===== src/design/mpk_pkg.sv =====
package mpk_pkg;

  localparam int LENGTH_BITS_DEFAULT = 32;

  // token kinds
  localparam logic [3:0] K_NIL      = 4'd0;
  localparam logic [3:0] K_BOOL     = 4'd1;
  localparam logic [3:0] K_UINT     = 4'd2;
  localparam logic [3:0] K_INT      = 4'd3;
  localparam logic [3:0] K_F32      = 4'd4;
  localparam logic [3:0] K_F64      = 4'd5;
  localparam logic [3:0] K_STR      = 4'd6;
  localparam logic [3:0] K_BIN      = 4'd7;
  localparam logic [3:0] K_ARRAY    = 4'd8;
  localparam logic [3:0] K_MAP      = 4'd9;
  localparam logic [3:0] K_EXT      = 4'd10;
  localparam logic [3:0] K_PAYLOAD  = 4'd11;
  localparam logic [3:0] K_TRUNC    = 4'd12;
  localparam logic [3:0] K_RESERVED = 4'd13;

  typedef struct packed {
    logic [7:0] data_byte;
    logic       stream_end;
  } in_item_t;

  typedef struct packed {
    logic [3:0]  token_kind;
    logic [63:0] token_value;
    logic [7:0]  extension_type;
    logic        payload_last;
  } token_t;

endpackage


===== src/design/mpk_core.sv =====
module mpk_core #(
  parameter int LENGTH_BITS = mpk_pkg::LENGTH_BITS_DEFAULT
) (
  input  logic              clk,
  input  logic              rst_n,
  input  logic              step,
  input  mpk_pkg::in_item_t item,
  output logic              res_valid,
  output mpk_pkg::token_t   res
);
  import mpk_pkg::*;

  typedef enum logic [1:0] {PH_IDLE, PH_FIELD, PH_EXTTYPE, PH_PAYLOAD} phase_t;

  // lead byte codes
  localparam logic [7:0] POSFIX_MAX   = 8'h7f;
  localparam logic [7:0] FIXMAP_MIN   = 8'h80;
  localparam logic [7:0] FIXMAP_MAX   = 8'h8f;
  localparam logic [7:0] FIXARR_MIN   = 8'h90;
  localparam logic [7:0] FIXARR_MAX   = 8'h9f;
  localparam logic [7:0] FIXSTR_MIN   = 8'ha0;
  localparam logic [7:0] FIXSTR_MAX   = 8'hbf;
  localparam logic [7:0] NEGFIX_MIN   = 8'he0;
  localparam logic [7:0] MP_NIL       = 8'hc0;
  localparam logic [7:0] MP_RESERVED  = 8'hc1;
  localparam logic [7:0] MP_FALSE     = 8'hc2;
  localparam logic [7:0] MP_TRUE      = 8'hc3;
  localparam logic [7:0] MP_BIN8      = 8'hc4;
  localparam logic [7:0] MP_BIN16     = 8'hc5;
  localparam logic [7:0] MP_BIN32     = 8'hc6;
  localparam logic [7:0] MP_EXT8      = 8'hc7;
  localparam logic [7:0] MP_EXT16     = 8'hc8;
  localparam logic [7:0] MP_EXT32     = 8'hc9;
  localparam logic [7:0] MP_FLOAT32   = 8'hca;
  localparam logic [7:0] MP_FLOAT64   = 8'hcb;
  localparam logic [7:0] MP_UINT8     = 8'hcc;
  localparam logic [7:0] MP_UINT16    = 8'hcd;
  localparam logic [7:0] MP_UINT32    = 8'hce;
  localparam logic [7:0] MP_UINT64    = 8'hcf;
  localparam logic [7:0] MP_INT8      = 8'hd0;
  localparam logic [7:0] MP_INT16     = 8'hd1;
  localparam logic [7:0] MP_INT32     = 8'hd2;
  localparam logic [7:0] MP_INT64     = 8'hd3;
  localparam logic [7:0] MP_FIXEXT1   = 8'hd4;
  localparam logic [7:0] MP_FIXEXT2   = 8'hd5;
  localparam logic [7:0] MP_FIXEXT4   = 8'hd6;
  localparam logic [7:0] MP_FIXEXT8   = 8'hd7;
  localparam logic [7:0] MP_FIXEXT16  = 8'hd8;
  localparam logic [7:0] MP_STR8      = 8'hd9;
  localparam logic [7:0] MP_STR16     = 8'hda;
  localparam logic [7:0] MP_STR32     = 8'hdb;
  localparam logic [7:0] MP_ARRAY16   = 8'hdc;
  localparam logic [7:0] MP_ARRAY32   = 8'hdd;
  localparam logic [7:0] MP_MAP16     = 8'hde;

  function automatic logic [LENGTH_BITS-1:0] sat_len(input logic [63:0] v);
    return (|v[63:LENGTH_BITS]) ? '1 : v[LENGTH_BITS-1:0];
  endfunction

  function automatic logic [63:0] sext_n(input logic [63:0] v, input logic [3:0] n);
    logic [63:0] r;
    r = v;
    case (n)
      4'd1: r = {{56{v[7]}},  v[7:0]};
      4'd2: r = {{48{v[15]}}, v[15:0]};
      4'd3: r = {{40{v[23]}}, v[23:0]};
      4'd4: r = {{32{v[31]}}, v[31:0]};
      4'd5: r = {{24{v[39]}}, v[39:0]};
      4'd6: r = {{16{v[47]}}, v[47:0]};
      4'd7: r = {{8{v[55]}},  v[55:0]};
      default: r = v;
    endcase
    return r;
  endfunction

  phase_t                 phase_r,  phase_nxt;
  logic [3:0]             pend_r,   pend_nxt;
  logic [3:0]             left_r,   left_nxt;
  logic [3:0]             size_r,   size_nxt;
  logic [63:0]            acc_r,    acc_nxt;
  logic [LENGTH_BITS-1:0] plen_r,   plen_nxt;

  logic [7:0]             b;
  logic [63:0]            acc_sh;
  logic [3:0]             left_dec;
  logic [LENGTH_BITS-1:0] plen_dec;
  logic [LENGTH_BITS-1:0] len;
  logic                   fld_go;
  logic [3:0]             fld_kind;
  logic [3:0]             fld_size;
  logic                   fix_go;
  logic [4:0]             fix_len;

  assign b        = item.data_byte;
  assign acc_sh   = {acc_r[55:0], b};
  assign left_dec = (left_r != 4'd0) ? left_r - 4'd1 : left_r;
  assign plen_dec = (plen_r != '0) ? plen_r - LENGTH_BITS'(1) : plen_r;

  always_comb begin
    phase_nxt = phase_r;
    pend_nxt  = pend_r;
    left_nxt  = left_r;
    size_nxt  = size_r;
    acc_nxt   = acc_r;
    plen_nxt  = plen_r;
    res_valid = 1'b0;
    res       = '0;
    fld_go    = 1'b0;
    fld_kind  = K_NIL;
    fld_size  = 4'd0;
    fix_go    = 1'b0;
    fix_len   = 5'd0;
    len       = '0;
    if (item.stream_end) begin
      if (phase_r != PH_IDLE) begin
        phase_nxt      = PH_IDLE;
        pend_nxt       = 4'd0;
        left_nxt       = 4'd0;
        size_nxt       = 4'd0;
        acc_nxt        = '0;
        plen_nxt       = '0;
        res_valid      = 1'b1;
        res.token_kind = K_TRUNC;
      end
    end else begin
      unique case (phase_r)
        PH_IDLE: begin
          res_valid = 1'b1;
          case (b) inside
            [8'h00:POSFIX_MAX]: begin
              res.token_kind  = K_UINT;
              res.token_value = {56'd0, b};
            end
            [NEGFIX_MIN:8'hff]: begin
              res.token_kind  = K_INT;
              res.token_value = {{56{1'b1}}, b};
            end
            [FIXMAP_MIN:FIXMAP_MAX]: begin
              res.token_kind  = K_MAP;
              res.token_value = {60'd0, b[3:0]};
            end
            [FIXARR_MIN:FIXARR_MAX]: begin
              res.token_kind  = K_ARRAY;
              res.token_value = {60'd0, b[3:0]};
            end
            [FIXSTR_MIN:FIXSTR_MAX]: begin
              len             = sat_len({59'd0, b[4:0]});
              pend_nxt        = K_STR;
              plen_nxt        = len;
              phase_nxt       = (len != '0) ? PH_PAYLOAD : PH_IDLE;
              res.token_kind  = K_STR;
              res.token_value = 64'(len);
            end
            MP_NIL:      res.token_kind = K_NIL;
            MP_RESERVED: begin
              res.token_kind  = K_RESERVED;
              res.token_value = {56'd0, b};
            end
            MP_FALSE:    res.token_kind = K_BOOL;
            MP_TRUE: begin
              res.token_kind  = K_BOOL;
              res.token_value = 64'd1;
            end
            MP_BIN8:     begin fld_go = 1'b1; fld_kind = K_BIN;   fld_size = 4'd1; end
            MP_BIN16:    begin fld_go = 1'b1; fld_kind = K_BIN;   fld_size = 4'd2; end
            MP_BIN32:    begin fld_go = 1'b1; fld_kind = K_BIN;   fld_size = 4'd4; end
            MP_EXT8:     begin fld_go = 1'b1; fld_kind = K_EXT;   fld_size = 4'd1; end
            MP_EXT16:    begin fld_go = 1'b1; fld_kind = K_EXT;   fld_size = 4'd2; end
            MP_EXT32:    begin fld_go = 1'b1; fld_kind = K_EXT;   fld_size = 4'd4; end
            MP_FLOAT32:  begin fld_go = 1'b1; fld_kind = K_F32;   fld_size = 4'd4; end
            MP_FLOAT64:  begin fld_go = 1'b1; fld_kind = K_F64;   fld_size = 4'd8; end
            MP_UINT8:    begin fld_go = 1'b1; fld_kind = K_UINT;  fld_size = 4'd1; end
            MP_UINT16:   begin fld_go = 1'b1; fld_kind = K_UINT;  fld_size = 4'd2; end
            MP_UINT32:   begin fld_go = 1'b1; fld_kind = K_UINT;  fld_size = 4'd4; end
            MP_UINT64:   begin fld_go = 1'b1; fld_kind = K_UINT;  fld_size = 4'd8; end
            MP_INT8:     begin fld_go = 1'b1; fld_kind = K_INT;   fld_size = 4'd1; end
            MP_INT16:    begin fld_go = 1'b1; fld_kind = K_INT;   fld_size = 4'd2; end
            MP_INT32:    begin fld_go = 1'b1; fld_kind = K_INT;   fld_size = 4'd4; end
            MP_INT64:    begin fld_go = 1'b1; fld_kind = K_INT;   fld_size = 4'd8; end
            MP_FIXEXT1:  begin fix_go = 1'b1; fix_len = 5'd1; end
            MP_FIXEXT2:  begin fix_go = 1'b1; fix_len = 5'd2; end
            MP_FIXEXT4:  begin fix_go = 1'b1; fix_len = 5'd4; end
            MP_FIXEXT8:  begin fix_go = 1'b1; fix_len = 5'd8; end
            MP_FIXEXT16: begin fix_go = 1'b1; fix_len = 5'd16; end
            MP_STR8:     begin fld_go = 1'b1; fld_kind = K_STR;   fld_size = 4'd1; end
            MP_STR16:    begin fld_go = 1'b1; fld_kind = K_STR;   fld_size = 4'd2; end
            MP_STR32:    begin fld_go = 1'b1; fld_kind = K_STR;   fld_size = 4'd4; end
            MP_ARRAY16:  begin fld_go = 1'b1; fld_kind = K_ARRAY; fld_size = 4'd2; end
            MP_ARRAY32:  begin fld_go = 1'b1; fld_kind = K_ARRAY; fld_size = 4'd4; end
            MP_MAP16:    begin fld_go = 1'b1; fld_kind = K_MAP;   fld_size = 4'd2; end
            default:     begin fld_go = 1'b1; fld_kind = K_MAP;   fld_size = 4'd4; end
          endcase
          if (fld_go || fix_go) begin
            res_valid = 1'b0;
          end
        end
        PH_FIELD: begin
          acc_nxt  = acc_sh;
          left_nxt = left_dec;
          if (left_dec == 4'd0) begin
            phase_nxt = PH_IDLE;
            len       = sat_len(acc_sh);
            res_valid = 1'b1;
            case (pend_r) inside
              K_INT: begin
                res.token_kind  = K_INT;
                res.token_value = sext_n(acc_sh, size_r);
              end
              K_UINT, K_F32, K_F64: begin
                res.token_kind  = pend_r;
                res.token_value = acc_sh;
              end
              K_STR, K_BIN: begin
                plen_nxt        = len;
                phase_nxt       = (len != '0) ? PH_PAYLOAD : PH_IDLE;
                res.token_kind  = pend_r;
                res.token_value = 64'(len);
              end
              K_EXT: begin
                // header waits for the type byte
                plen_nxt  = len;
                phase_nxt = PH_EXTTYPE;
                res_valid = 1'b0;
              end
              default: begin
                res.token_kind  = pend_r;
                res.token_value = 64'(len);
              end
            endcase
          end
        end
        PH_EXTTYPE: begin
          phase_nxt          = (plen_r != '0) ? PH_PAYLOAD : PH_IDLE;
          res_valid          = 1'b1;
          res.token_kind     = K_EXT;
          res.token_value    = 64'(plen_r);
          res.extension_type = b;
        end
        PH_PAYLOAD: begin
          plen_nxt = plen_dec;
          if (plen_dec == '0) begin
            phase_nxt = PH_IDLE;
          end
          res_valid        = 1'b1;
          res.token_kind   = K_PAYLOAD;
          res.token_value  = {56'd0, b};
          res.payload_last = (plen_dec == '0);
        end
      endcase
      if (fld_go) begin
        phase_nxt = PH_FIELD;
        pend_nxt  = fld_kind;
        size_nxt  = fld_size;
        left_nxt  = fld_size;
        acc_nxt   = '0;
      end
      if (fix_go) begin
        phase_nxt = PH_EXTTYPE;
        pend_nxt  = K_EXT;
        plen_nxt  = sat_len({59'd0, fix_len});
      end
    end
  end

  always_ff @(posedge clk) begin
    if (!rst_n) begin
      phase_r <= PH_IDLE;
      pend_r  <= 4'd0;
      left_r  <= 4'd0;
      size_r  <= 4'd0;
      acc_r   <= '0;
      plen_r  <= '0;
    end else if (step) begin
      phase_r <= phase_nxt;
      pend_r  <= pend_nxt;
      left_r  <= left_nxt;
      size_r  <= size_nxt;
      acc_r   <= acc_nxt;
      plen_r  <= plen_nxt;
    end
  end

endmodule


===== src/design/msgpack_stream_tokenizer.sv =====
// MessagePack stream tokenizer. Feed the encoded stream one byte per transfer on the in_
// channel (stream_end set marks the end of the stream and carries no byte); tokens leave on
// the out_ channel in stream order, at most one per input byte. Scalars come out as one
// token with the value widened to 64 bits (signed integers sign-extended, floats as raw
// bits); strings, binaries and extensions give a header token with the length (and, for
// extensions, the type byte) followed by one token per payload byte, the last one flagged.
// Array and map headers report their counts only; nesting is not tracked. The byte 0xc1
// gives a reserved token, and stream_end in the middle of a token gives a truncated token
// and returns the tokenizer to its reset state. Lengths above 2^LENGTH_BITS - 1 saturate.
// Throughput is one byte per clock while the output is not stalled: each byte is captured
// in an input register, decoded against the tokenizer state, and its token written to the
// output register, so a token passes the input register and then the output register
// before it is valid on out_. The output register decouples the sides, so while a token
// waits a byte is still taken into an empty input register, and bytes that produce no
// token keep flowing even when the output is stalled.
module msgpack_stream_tokenizer #(
  parameter int LENGTH_BITS = mpk_pkg::LENGTH_BITS_DEFAULT
) (
  input  logic              clk,
  input  logic              rst_n,
  input  logic              in_valid,
  output logic              in_ready,
  input  mpk_pkg::in_item_t in_data,
  output logic              out_valid,
  input  logic              out_ready,
  output mpk_pkg::token_t   out_data
);
  import mpk_pkg::*;

  // input stage
  logic     s1_valid_r, s1_valid_nxt;
  in_item_t s1_item_r;

  // output stage
  logic     out_valid_r, out_valid_nxt;
  token_t   out_tok_r;

  logic     core_res_valid;
  token_t   core_res;
  logic     advance;
  logic     in_fire;
  logic     out_load;

  mpk_core #(
    .LENGTH_BITS(LENGTH_BITS)
  ) u_core (
    .clk      (clk),
    .rst_n    (rst_n),
    .step     (advance),
    .item     (s1_item_r),
    .res_valid(core_res_valid),
    .res      (core_res)
  );

  // advance the held byte when it makes no token or the output slot frees up
  assign advance  = s1_valid_r && (!core_res_valid || !out_valid_r || out_ready);
  assign in_ready = !s1_valid_r || advance;
  assign in_fire  = in_valid && in_ready;
  assign out_load = advance && core_res_valid;

  assign s1_valid_nxt  = in_fire || (s1_valid_r && !advance);
  assign out_valid_nxt = out_load || (out_valid_r && !out_ready);

  always_ff @(posedge clk) begin
    if (!rst_n) begin
      s1_valid_r  <= 1'b0;
      out_valid_r <= 1'b0;
    end else begin
      s1_valid_r  <= s1_valid_nxt;
      out_valid_r <= out_valid_nxt;
    end
  end

  // payload registers: capture on transfer, hold otherwise
  always_ff @(posedge clk) begin
    if (in_fire) begin
      s1_item_r <= in_data;
    end
    if (out_load) begin
      out_tok_r <= core_res;
    end
  end

  assign out_valid = out_valid_r;
  assign out_data  = out_tok_r;

endmodule


===== config.mk =====
export PLATFORM = sky130hd
export DESIGN_NAME = msgpack_stream_tokenizer
export DESIGN_NICKNAME = d
export VERILOG_FILES = /design/src/design/mpk_pkg.sv /design/src/design/mpk_core.sv /design/src/design/msgpack_stream_tokenizer.sv
export SDC_FILE = /design/constraint.sdc
export NUM_CORES = 1
export LEC_CHECK = 0
export BUFFER_PORTS_ARGS = -buffer_cell sky130_fd_sc_hd__buf_2
export CAP_MARGIN = 0
export CORE_MARGIN = 5
export CORE_UTILIZATION = 40
export CTS_CLUSTER_DIAMETER = 200
export DETAILED_ROUTE_END_ITERATION = 16
export SETUP_SLACK_MARGIN = 0.4
export SLEW_MARGIN = 25
export SYNTH_ARGS = -nofsm -noshare
export SYNTH_HDL_FRONTEND = slang
export SYNTH_SLANG_ARGS = --single-unit

===== constraint.sdc =====
create_clock -name clk -period 5 [get_ports clk]
set_input_delay 0.25 -clock clk [delete_from_list [all_inputs] [get_ports clk]]
set_output_delay 0.25 -clock clk [all_outputs]
set_load 0.02 [all_outputs]

==> results of run 1 <==
[power breakdown]
part	switching, mW	internal [mW]	total [mW]
Clock	0.764	0.714	1.48
Sequential	0.0439	1.66	1.71
Combinational	0.343	0.176	0.518
Total	1.15	2.55	3.70
[cell type report]
class	instances	area, sq um	share of cell area
multi-input combinational	890	5285	0.4455
sequential	190	4667	0.3934
timing repair buffer	119	700.7	0.05906
clock buffer	17	425.4	0.03586
tap	335	419.2	0.03533
clock inverter	15	227.7	0.01919
inverter	37	138.9	0.01171
[worst min-delay path by stage]
| stage | endpoint | depth (start not counted) |
|---|---|---|
| 5_1_grt | s1_valid_r$_SDFF_PN0_ | 2 |
| 6_report | s1_valid_r$_SDFF_PN0_ | 2 |
| 2_1_floorplan | s1_item_r[0]$_DFFE_PP_ | 0 |
| 3_5_place_dp | s1_item_r[4]$_DFFE_PP_ | 1 |
| 4_1_cts | s1_valid_r$_SDFF_PN0_ | 2 |
| 3_3_place_gp | s1_item_r[4]$_DFFE_PP_ | 1 |
[placed cells by master, fill, tap and decap left out, drive strengths merged, types with 5 or more instances in the layout]
master,netlist,routed
nor2b,79,79
mux2i,6,6
a21boi,9,9
nand4,12,12
o21a,12,12
a21oi,72,72
clkbuf,91,17
a22oi,67,67
nor3b,7,7
edfxtp,86,86
o211ai,5,5
o22ai,24,24
a31oi,17,17
nand3,15,15
o2111ai,5,5
nor4,30,30
xnor2,7,7
clkinv,1,6
dlygate4sd3,0,9
and3,10,10
nor2,99,99
or4,9,9
nand2,120,120
o221a,13,13
a21o,11,11
inv,36,46
o21ai,119,119
dfxtp,104,104
nand2b,13,13
buf,8,110
nor4b,5,5
or3,7,7
a41oi,5,5
and2,15,15
o31ai,7,7
a2111oi,7,7
nor3,28,28
[routing by layer]
metal	up-vias	track usage	routed length, um
li1	4614	-	-
met2	453	0.3366	14480
met1	4709	0.3294	15280
met5	-	0	0
met4	0	0.06717	833
met3	70	0.03287	2506
[stage by stage]
step	utilization	area, sq um	hold WS (ps)
3_3_place_gp	0.4292	11120	426.4
3_5_place_dp	0.4292	11120	428.1
6_report	0.4579	11860	35.57
5_1_grt	0.4579	11860	51.38
4_1_cts	0.4579	11860	23.77
2_1_floorplan	-	10460	348.9
[kinds of logic (layout without fill, tap and decap cells)]
family	count (synthesis)	count (layout)	share of synthesized area
AO/OA/AOI/OAI	407	407	0.2535
XOR/XNOR	9	9	0.008258
buffers and inverters	136	188	0.04931
adder cells (fa/ha/maj)	3	3	0.003591
multiplexers	6	6	0.005745
AND/OR/NAND/NOR	465	465	0.2335
flip-flops	190	190	0.4461
[state kept, by name (all words and copies together), names as in the netlist]
| register | cells |
|---|---|
| out_data | 77 |
| out_valid | 1 |
| s1_item_r | 9 |
| s1_valid_r | 1 |
| u_core.acc_r | 56 |
| u_core.left_r | 4 |
| u_core.pend_r | 4 |
| u_core.phase_r | 2 |
| u_core.plen_r | 32 |
| u_core.size_r | 4 |
==> results list, run 1 <==
- The flow ran to the end, and the final reports show no timing, DRC or antenna violations.
- Entering global routing, the biggest net connects 64 pins.
- nand2_1 is the most common cell in the netlist.
- Synthesis produced 1216 cells.
* Crit Reg-Reg Startpoint: s1_item_r[8]$_DFFE_PP_
- Synthesis-stage register bit count: 190
- Category of cells accounting for the largest share of critical-path delay: compound AO/OA/AOI/OAI gates
- After routing, the total negative slack on setup checks comes to 0 ps.
- Net Count, Synth: 1232
* Antenna diode instance count: 0
- The first detailed-routing pass took 7 iterations.
- The total count of hold-check failures in the final report came to 0.
- Die W: 171.7 um
- Number of core rows: 59
* Share of final-layout standard cells stronger than drive strength 1: 0.1396
- For this run, design rule violations remaining after detail routing come to 0.
- Most frequently used flop master after synthesis: dfxtp_1
- Number of buffers inserted for hold repair after clock tree synthesis: 9
- For this design the ratio of total power to cell area is 312.0 mW/mm^2.
* Cells after DPL: 1562
- The number of gates resized after CTS was 0.
* GRT overflow: 0
* Cell taking the most area after synthesis: edfxtp_1
- Summing over every cut layer, the via total after detailed routing is 9846.
- Measured against its own limit, the worst slew margin works out to 0.3604.
- Count of buffers inserted at the top-level ports: 91
- Yosys attributes the largest share of cell area to edfxtp_1 (25%), dfxtp_1 (20%), o21ai_0 (5.6%), a22oi_1 (4.8%), nor2b_1 (4.7%).
- Maximum vdd ir drop: 239.2 uV
- Maximum clock path buffer count: 2
- In this run the worst path has a maximum fanout of 41.
- Via count normalized by instance count: 6.142
* Total track usage: 0.2226
* Cts bufs inserted: 17
- For the worst-skew pair, the clock arrives at the later sink with an insertion delay of 450 ps.
- The count of pins over their slew limit came to 0.
* Number of failing setup endpoints in the final timing report: 0
- For this block, the routed nets add up to 33.10 mm of wire.
* 1st-iter DRT viols: 975
- The worst hold path belongs to the class primary input to register.
* Sequential area share after synthesis: 0.4461
- After clock tree synthesis, the clock-pin slew on the worst setup and hold paths is 90 ps.
- At the pin with the least slew margin, the transition time is 955.1 ps.
* Area share of the largest cell type after synthesis: 0.2470
* Wire length of the first global-routing pass: 52.26 mm
- STA puts the critical path data arrival time at 4190 ps.
* Ranking of synthesized cells by instance count: nand2_1 (120), o21ai_0 (116), dfxtp_1 (104)
* Proportion of register bits with asynchronous set or reset after synthesis: 0
- Worst slack at placement: 1252 ps
* Max Fclk: 263.4 MHz
* Depth of the most critical reg-to-reg path: 9
* Number of fill cells: 2532
- Post-layout min period: 3796 ps
- The floorplan step defined a core boundary enclosing 0.02591 sq mm.
- Data on the critical path is required at its endpoint by 5390 ps.
- The tree built by TritonCTS fans out to 190 sinks.
- For this run, the post-layout net count is 1271.
* TritonCTS clock tree: done
- Crit path depth: 9
- In this run the most critical hold path is launched from in_valid.
* Number of H-tree levels: 4
* Final Worst Setup Slack: 1204 ps
- In this run the count of I/O pins placed on the die edge is 92.
* Endpoint class of the critical path: register
* Synthesized area: 0.01046 sq mm
- The cell sitting at the root of the clock tree is a clkbuf_16.
- The die covers 0.02947 sq mm.
* Global placer's final weighted congestion: 0.9621
* Starting density of the core: 0.4035
- The synthesized design contains 86 enable-type register cells.
- Worst-case clock skew: 15.67 ps
- In this run the remaining antenna-violating nets after routing total 0.
* Routed length per instance: 20.65 um
- Setup repair after global routing left no endpoint under its margin.
- Post-CTS setup buffer count: 0
- For flop-to-flop paths, the worst setup slack is 1200 ps.
- The tool flagged a number of max-cap violations equal to 0.
* Buf+Inv Stages, Crit Path: 1
* Cell Chain, Critical Path: nand3b_1 -> nor2_1 -> o41ai_1 -> a211oi_1 -> o21ai_1 -> a21o_1 -> buf_4 -> a2111oi_0 -> o21a_1
* End of the worst register-to-register path: u_core.plen_r[0]$_SDFFE_PN0P_
- The number of different library cells used by synthesis comes to 73.
- In this run the vertical extent of the chip is 171.7 um.
- Compared with the post-synthesis result, the final layout area differs by 13.48%.
- Final period util: 0.7592
- In this run the static leakage power is 4.123 nW.
* Master of the slowest instance on the critical path: edfxtp_1
- Number of non-filler instances in the completed layout: 1603
- Overall power consumption after layout is estimated at 3.702 mW.
* Warnings, synthesis: 0
- Worst setup path end: u_core.plen_r[0]$_SDFFE_PN0P_
* Detailed-placement wirelength estimate: 22.25 mm
- Sort of element at the start of the critical path: register
- The worst setup path is of the register to register kind.
- Critical Path Source: s1_item_r[8]$_DFFE_PP_
- Largest incremental delay on the critical path: 800 ps
- Via count of the first global-routing pass: 8945
- After synthesis, the mean cell area works out to 8.598 sq um.
- Initial antenna violation count: 0
No activity file was read; power rests on OpenSTA's default activity.
==> inputs of run 2 (changes only) <==
==> constraint.sdc (replaced) <==
create_clock -name clk -period 3.9 [get_ports clk]
set_input_delay 0.195 -clock clk [delete_from_list [all_inputs] [get_ports clk]]
set_output_delay 0.195 -clock clk [all_outputs]
set_load 0.02 [all_outputs]
==> run 2 against run 1 <==
- critical path depth grew 2
- combinational power is 40% higher
- total power up 29%
- critical path type unchanged
- largest cell class unchanged
- largest power group unchanged
==> results list, run 2 (synthesized netlist as in run 1, its figures left out) <==
- Number of search-and-repair iterations in the first detailed-routing pass: 6 (-1)
- The final-stage net count was 1291 (+1.6%).
* Total track usage: 0.2277 (+0.005186)
- Die W: 171.7 um (unchanged)
* Starting density of the core: 0.4035 (unchanged)
* Category of cells accounting for the largest share of critical-path delay: compound AO/OA/AOI/OAI gates
* Minimum setup slack among reg-to-reg paths: 570 ps (-630 ps)
- Final core utilization: 0.4643 (+0.006470)
- Largest incremental delay on the critical path: 500 ps (-300 ps)
* Pin count of the biggest net entering global routing: 58 (-9.4%)
* Clk pin slew, worst setup/hold paths: 80 ps (about the same)
- The static leakage is 4.226 nW (+2.5%).
- Depth of the most critical reg-to-reg path: 11 (+2)
- GRT overflow: 0 (unchanged)
- The path class of the tightest hold or removal check is primary input to register.
- The library cell used most frequently in the layout, excluding fill and tap cells, is nand2_1.
- The power per standard cell area is 398.0 mW/mm^2 (+28%).
- Cells after DPL: 1581 (+1.2%)
- Master of the slowest instance on the critical path: a2111oi_1
* Final total negative setup slack: 0 ps (unchanged)
* Slew @ Worst Pin: 1037 ps (+82.14 ps)
- The average wire per standard cell was 20.71 um (+0.29%).
- The worst path required time is 4230 ps (-1160 ps).
- STA classifies the critical path startpoint as a register.
- Maximum clock path buffer count: 2 (unchanged)
- Number of non-filler instances in the completed layout: 1623 (+1.2%)
- The maximum vdd drop is 253.6 uV (+6.0%).
- Crit Path Class: register to register
* Crit path depth: 11 (+2)
* Number of clock sinks: 190 (unchanged)
- Final period util: 0.8536 (+0.09445)
- The worst slack at placement is 528.3 ps (-723.4 ps).
- The number of vias per cell was 6.015 (-2.1%).
* Via count of the first global-routing pass: 9084 (+1.6%)
- Number of ports placed on the die boundary: 92 (unchanged)
* Number of fill cells: 2514 (-0.71%)
* Max-capacitance violation count: 0 (unchanged)
* Crit Reg-Reg Startpoint: u_core.plen_r[0]$_SDFFE_PN0P_
- Antenna diode instance count: 0 (unchanged)
* Endpoint class of the critical path: register
- The top cell types in the final layout, fill and taps aside, are nand2_1 (120), o21ai_0 (116), dfxtp_1 (102).
* Area of the die: 0.02947 sq mm (unchanged)
- Count of nets left with antenna violations after detail routing: 0 (unchanged)
* Layout-stage area growth over the synthesis result: 15.08%
* Cell Chain, Critical Path: inv_1 -> ha_1 -> nor4b_1 -> and4_1 -> a2111oi_1 -> xnor2_1 -> o2111ai_1 -> and4bb_1 -> nand4_2 -> a211o_1 -> a32o_1
- End of the worst register-to-register path: u_core.phase_r[0]$_SDFFE_PN0P_
- The post-CTS setup-driven buffer insertion count is 0 (unchanged).
- The worst hold path terminates at out_valid$_SDFF_PN0_.
- The routed wire length came to 33.61 mm (+1.5%).
- Final Worst Setup Slack: 570.8 ps (-633.2 ps)
* Hold Path Cell Cnt: 3 (+1)
- Critical hold path startpoint: out_ready
- Setup repair after global routing could not meet its margin everywhere.
- Post-layout min period: 3329 ps (-466.8 ps)
* Wire length of the first global-routing pass: 53.03 mm (+1.5%)
- Insertion delay to the later sink of the worst-skew pair: 440 ps (about the same)
- Master cell of the clock root buffer: clkbuf_16
- The HPWL reported at the end of detailed placement was 23.33 mm (+4.8%).
- The arrival time at the worst endpoint was 3660 ps (-530 ps).
* Drt drc: 0 (unchanged)
- The layout cell share with drive strength beyond 1 is 0.1545 (+0.01491).
- The number of levels the H-tree was split into is 4 (unchanged).
- The placeable core region was 0.02591 sq mm (unchanged).
- Y dimension of the die: 171.7 um (unchanged)
- The number of antenna violations at the first check in global routing came to 0 (unchanged).
- Max-slew violation count: 0 (unchanged)
* Number of core rows: 59 (unchanged)
* 1st-iter DRT viols: 996 (+2.2%)
- Buf+Inv Stages, Crit Path: 1 (unchanged)
- The largest fanout of any net on the critical path is 9 (-78%).
- TritonCTS built the clock tree.
- Final hold viol count: 0 (unchanged)
* Worst-case clock skew: 15.43 ps (-0.2423 ps)
- Worst max-slew margin expressed relative to the limit: 0.3054 (-0.05500)
- Vias post-DR: 9763 (-0.84%)
- The flow ran to the end, and the final reports show no timing, DRC or antenna violations.
- Count of buffers inserted at the top-level ports: 91 (unchanged)
- The total of endpoints with negative setup slack in the final report is 0 (unchanged).
- Max Fclk: 300.4 MHz (+14%)
- Cts bufs inserted: 17 (unchanged)
- The routability-driven placement congestion ratio came to 0.9734 (+1.2%).
- The flip-flop count of the largest register, all copies and words added is 77 (unchanged).
==> run 2: changes by cell type in the layout (fill, tap and decap cells not counted), sizes merged <==
cell / delta
buf: +19
dlygate4sd3: +1
==> run 2: worst reg2reg max path, cell delays in order (launching register included) <==
cell and delay [ps]:
dfxtp_1 450, inv_1 120, ha_1 250, nor4b_1 150
and4_1 330, a2111oi_1 510, xnor2_1 230, o2111ai_1 150
and4bb_1 340, nand4_2 160, a211o_1 300, a32o_1 250
==> run 2: worst max-delay path by stage <==
| stage | from | slack, ps | end |
|---|---|---|---|
| detailed placement | u_core.plen_r[0]$_SDFFE_PN0P_ | 530 | u_core.phase_r[0]$_SDFFE_PN0P_ |
| finish | u_core.plen_r[0]$_SDFFE_PN0P_ | 570 | u_core.phase_r[0]$_SDFFE_PN0P_ |
| floorplan | u_core.left_r[0]$_SDFFE_PN0P_ | 790 | out_data[0]$_SDFFCE_PP0P_ |
| global route | u_core.plen_r[0]$_SDFFE_PN0P_ | 310 | u_core.phase_r[0]$_SDFFE_PN0P_ |
| global placement | u_core.plen_r[0]$_SDFFE_PN0P_ | 530 | u_core.phase_r[0]$_SDFFE_PN0P_ |
| CTS | u_core.plen_r[0]$_SDFFE_PN0P_ | 500 | u_core.phase_r[0]$_SDFFE_PN0P_ |
==> run 2: area by class of cell <==
type,count,area [sq um],share of cell area
Clock buffer,17,425.4,0.03536
Clock inverter,15,231.5,0.01924
Inverter,37,138.9,0.01154
Multi-Input combinational cell,890,5296,0.4402
Sequential cell,190,4667,0.3879
Tap cell,335,419.2,0.03484
Timing Repair Buffer,139,853.3,0.07092
==> run 2: power by group <==
| part | leakage, nW | internal, mW | switching, mW |
|---|---|---|---|
| clock network | 0.315 | 0.919 | 0.983 |
| registers | 1.62 | 2.13 | 0.0341 |
| logic | 2.29 | 0.244 | 0.480 |
| total | 4.23 | 3.29 | 1.50 |
==> run 2: layer usage <==
| layer | wire [um] | track usage | share of wire | vias up |
|---|---|---|---|---|
| met5 | 0 | 0 | 0 | - |
| met4 | 785 | 0.06958 | 0.023 | 0 |
| met3 | 2194 | 0.03241 | 0.065 | 58 |
| met2 | 14910 | 0.3473 | 0.44 | 409 |
| met1 | 15720 | 0.3350 | 0.47 | 4661 |
| li1 | - | - | - | 4635 |
==> run 2: what timing repair did <==
| item | CTS | global route |
|---|---|---|
| resized for setup | 0 | 4 |
| hold buffers | 10 | 0 |
| setup endpoints to repair | 0 | 24 |
| hold endpoints to repair | 10 | 0 |
==> run 2: stage by stage <==
step | total power [mW] | cell area [sq um] | hold slack [ps]
after floorplan | 2.686 | 10460 | 293.9
after global placement | 2.918 | 11260 | 371.2
after detailed placement | 2.909 | 11260 | 373.1
after CTS | 4.809 | 12020 | 137.7
after global routing | 4.971 | 12030 | 157.8
final | 4.789 | 12030 | 158.4
==> inputs of run 3 (changes only) <==
--- a/config.mk
+++ b/config.mk
@@ -5,6 +5,7 @@
 export SDC_FILE = /design/constraint.sdc
 export NUM_CORES = 1
 export LEC_CHECK = 0
+export ABC_AREA = 1
 export BUFFER_PORTS_ARGS = -buffer_cell sky130_fd_sc_hd__buf_2
 export CAP_MARGIN = 0
 export CORE_MARGIN = 5
==> run 3 against run 2 <==
- area after synthesis up 5.2%
- non-clock buffer count shrank 8
- utilization down 0.13 points
- synthesized cell count grew 30%
- clock skew increased by 4.2 ps
- critical path depth increased by 4
- design area increased by 4.0%
- worst setup slack better by 270 ps
- wire length rose by 10%
- clock power fell by 3%
==> results list, run 3 <==
* Run status: complete, no violations
- Leaving out fill and tap cells, the most frequent cells in the layout are nand2_1 (396), a21oi_1 (192), nor2_1 (169).
* Endpoint class of the critical path: register
* Pin count of the biggest net entering global routing: 79 (+36%)
- The number of flops mapped to enable cells by yosys is 86 (unchanged).
* Max Fclk: 327.3 MHz (+9.0%)
- Clk pin slew, worst setup/hold paths: 80 ps (about the same)
- The number of unique standard cell types used by synthesis was 45 (-38%).
- Vias post-DR: 11330 (+16%)
- The flip-flop count of the largest register, all copies and words added is 77 (unchanged).
- Global placer's final weighted congestion: 0.9956 (+2.3%)
- Critical Path Source: u_core.left_r[0]$_SDFFE_PN0P_
- Yosys instantiated no cell more often than nand2_1.
- Final wirelength: 37.12 mm (+10%)
- The transition time of the tightest slew-check pin came to 736.7 ps (-300.5 ps).
- The count of mapped cells out of synthesis came to 1575 (+30%).
- The count of synthesis-stage warnings from yosys is 0 (unchanged).
- Max-slew violation count: 0 (unchanged)
* Drt drc: 0 (unchanged)
* Count of buffers inserted at the top-level ports: 91 (unchanged)
- Starting density of the core: 0.4070 (+0.003541)
- Cts bufs inserted: 17 (unchanged)
- The die extent in x was 175.8 um (+2.4%).
- From synthesis to final layout, the design area changed by 13.75%.
- The buffer depth of the longest clock path came to 2 (unchanged).
- The startpoint identified for the worst hold timing path is out_ready.
- Depth of the most critical reg-to-reg path: 15 (+4)
* GRT overflow: 0 (unchanged)
* Number of ports placed on the die boundary: 92 (unchanged)
- The average wire per standard cell came to 18.56 um (-10%).
- The total negative slack came to 0 ps (unchanged).
- Count of nets left with antenna violations after detail routing: 0 (unchanged)
- Synthesized area: 0.01100 sq mm (+5.2%)
* Number of H-tree levels: 4 (unchanged)
- Share of final-layout standard cells stronger than drive strength 1: 0.1145 (-0.03998)
- The number of maximum-capacitance constraint violations is 0 (unchanged).
- The worst setup path is launched from a register.
* Crit Path Class: register to register
* Total track usage: 0.2380 (+0.01031)
- The synthesized net count is 1591 (+29%).
* Insertion delay to the later sink of the worst-skew pair: 450 ps (about the same)
- Power Density: 377.5 mW/mm^2 (-5.1%)
- The post-cts gate resize count was 0 (unchanged).
- Setup repair after global routing missed its margin: no
- The tightest min-delay check is of the primary input to register type.
* Number of clock sinks: 190 (unchanged)
* Core Region: 0.02703 sq mm (+4.3%)
* Max Fanout on Critical Path: 17 (+8)
- Master cell of the clock root buffer: clkbuf_16
- The number of antenna violations at the first check in global routing is 1 (+1).
- The number of global-route vias before repair is 10490 (+15%).
- Wire length of the first global-routing pass: 58.82 mm (+11%)
- Most common library cell in the layout ignoring fill and taps: nand2_1
- Worst slack at placement: 850.8 ps (+322.5 ps)
- The diode insertion count for antenna repair came to 0 (unchanged).
- Number of search-and-repair iterations in the first detailed-routing pass: 5 (-1)
- The HPWL reported at the end of detailed placement came to 27.19 mm (+17%).
* Count of nets after finishing: 1662 (+29%)
- Static power due to leakage: 5.002 nW (+18%)
- edfxtp_1 takes more of the synthesized area than any other cell.
- Mean instance size in the synthesized netlist: 6.984 sq um (-19%)
- Final hold viol count: 0 (unchanged)
- Number of failing setup endpoints in the final timing report: 0 (unchanged)
- Sorting the synthesized cells by area gives the leading types as edfxtp_1 (23%), dfxtp_1 (19%), nand2_1 (14%), a21oi_1 (8.7%), nor2_1 (5.8%).
- Number of core rows: 60 (+1.7%)
* Crit Reg-Reg Startpoint: u_core.left_r[0]$_SDFFE_PN0P_
- Worst-case clock skew: 19.59 ps (+4.155 ps)
* Hold Path Cell Cnt: 4 (+1)
- In the synthesized netlist, the cells that appear most often are nand2_1 (396), a21oi_1 (192), nor2_1 (170).
* TritonCTS clock tree: done
- Post-layout min period: 3056 ps (-273.6 ps)
- The full die area came to 0.03092 sq mm (+4.9%).
- The number of vias per cell was 5.665 (-5.8%).
- Proportion of register bits with asynchronous set or reset after synthesis: 0 (unchanged)
- Most frequently used flop master after synthesis: dfxtp_1
* Worst Path Arrival: 3220 ps (-440 ps)
- Final period util: 0.7835 (-0.07016)
- Y dimension of the die: 175.8 um (+2.4%)
* Worst max-slew margin expressed relative to the limit: 0.5077 (+0.2023)
- Final Worst Setup Slack: 844.4 ps (+273.6 ps)
- Maximum vdd ir drop: 282.2 uV (+11%)
- The worst path required time came to 4060 ps (-170 ps).
- Synthesis-stage register bit count: 190 (unchanged)
* Sequential area share after synthesis: 0.4240 (-0.02212)
- The share of the synthesized area in the top cell type was 0.2348 (-0.01225).
- The detailed router's first-iteration violation count was 1094 (+9.8%).
==> run 3: critical path, stage by stage, from the launching register on <==
cell	delay (ps)
dfxtp_1	300
inv_1	110
ha_1	180
nand2_1	80
nor2_1	190
inv_1	80
o21ai_1	160
nor2_1	60
nand2_1	130
inv_2	60
nand2_1	320
nor2_1	70
nand2_1	410
inv_1	230
o21ai_1	240
o21ai_0	140
==> run 3: stage by stage <==
step | instances | area, sq um | power (mW) | hold slack [ps] | util
floorplan | 1575 | 11000 | 2.685 | 293.9 | -
global placement | 1958 | 11790 | 2.916 | 374.9 | 0.4363
detailed placement | 1958 | 11790 | 2.911 | 373.1 | 0.4363
CTS | 2000 | 12510 | 4.740 | 78.97 | 0.4630
global route | 2000 | 12510 | 4.909 | 110.8 | 0.4630
finish | 2000 | 12510 | 4.724 | 88.33 | 0.4630
==> run 3: logic make-up (layout without fill, tap and decap cells) <==
| family | after synthesis | after routing | share of synthesized area |
|---|---|---|---|
| fa+ha+maj | 3 | 3 | 0.003413 |
| compound gates | 394 | 394 | 0.1953 |
| xor+xnor | 9 | 9 | 0.007166 |
| simple gates | 753 | 753 | 0.2871 |
| flops | 190 | 190 | 0.4240 |
| buf+inv | 226 | 310 | 0.08303 |
==> run 3: per-layer routing <==
metal / track usage / wire length (um)
met5: 0 / 0
met4: 0.08025 / 1149
met3: 0.02841 / 2541
met2: 0.3683 / 16300
met1: 0.3459 / 17120
==> run 3: final cells by class <==
| type | count | area, sq um |
|---|---|---|
| multi-input cells | 1159 | 5438 |
| flip-flops and latches | 190 | 4664 |
| clock inverters | 15 | 197.7 |
| clock buffers | 17 | 425.4 |
| repair buffers | 131 | 805.8 |
| well taps | 341 | 426.7 |
| inverters | 147 | 555.5 |
| fillers | 2811 | 14510 |
==> run 3: repair_timing <==
action,in CTS,in global routing
hold buffers,10,0
hold endpoints to repair,10,0
buffers inserted,0,0
==> run 3: path summary, 6_finish.rpt <==
| path | to | slack, ps |
|---|---|---|
| setup / recovery | out_data[41]$_SDFFCE_PP0P_ | 840 |
| hold / removal | out_valid$_SDFF_PN0_ | 90 |
| setup reg to reg | out_data[41]$_SDFFCE_PP0P_ | 840 |
| hold reg to reg | u_core.acc_r[54]$_SDFFE_PN0P_ | 480 |
==> run 3: power breakdown <==
| group | leakage, nW | internal, mW | switching [mW] |
|---|---|---|---|
| combinational | 3.03 | 0.207 | 0.521 |
| sequential | 1.68 | 2.13 | 0.0329 |
| clock | 0.297 | 0.888 | 0.947 |
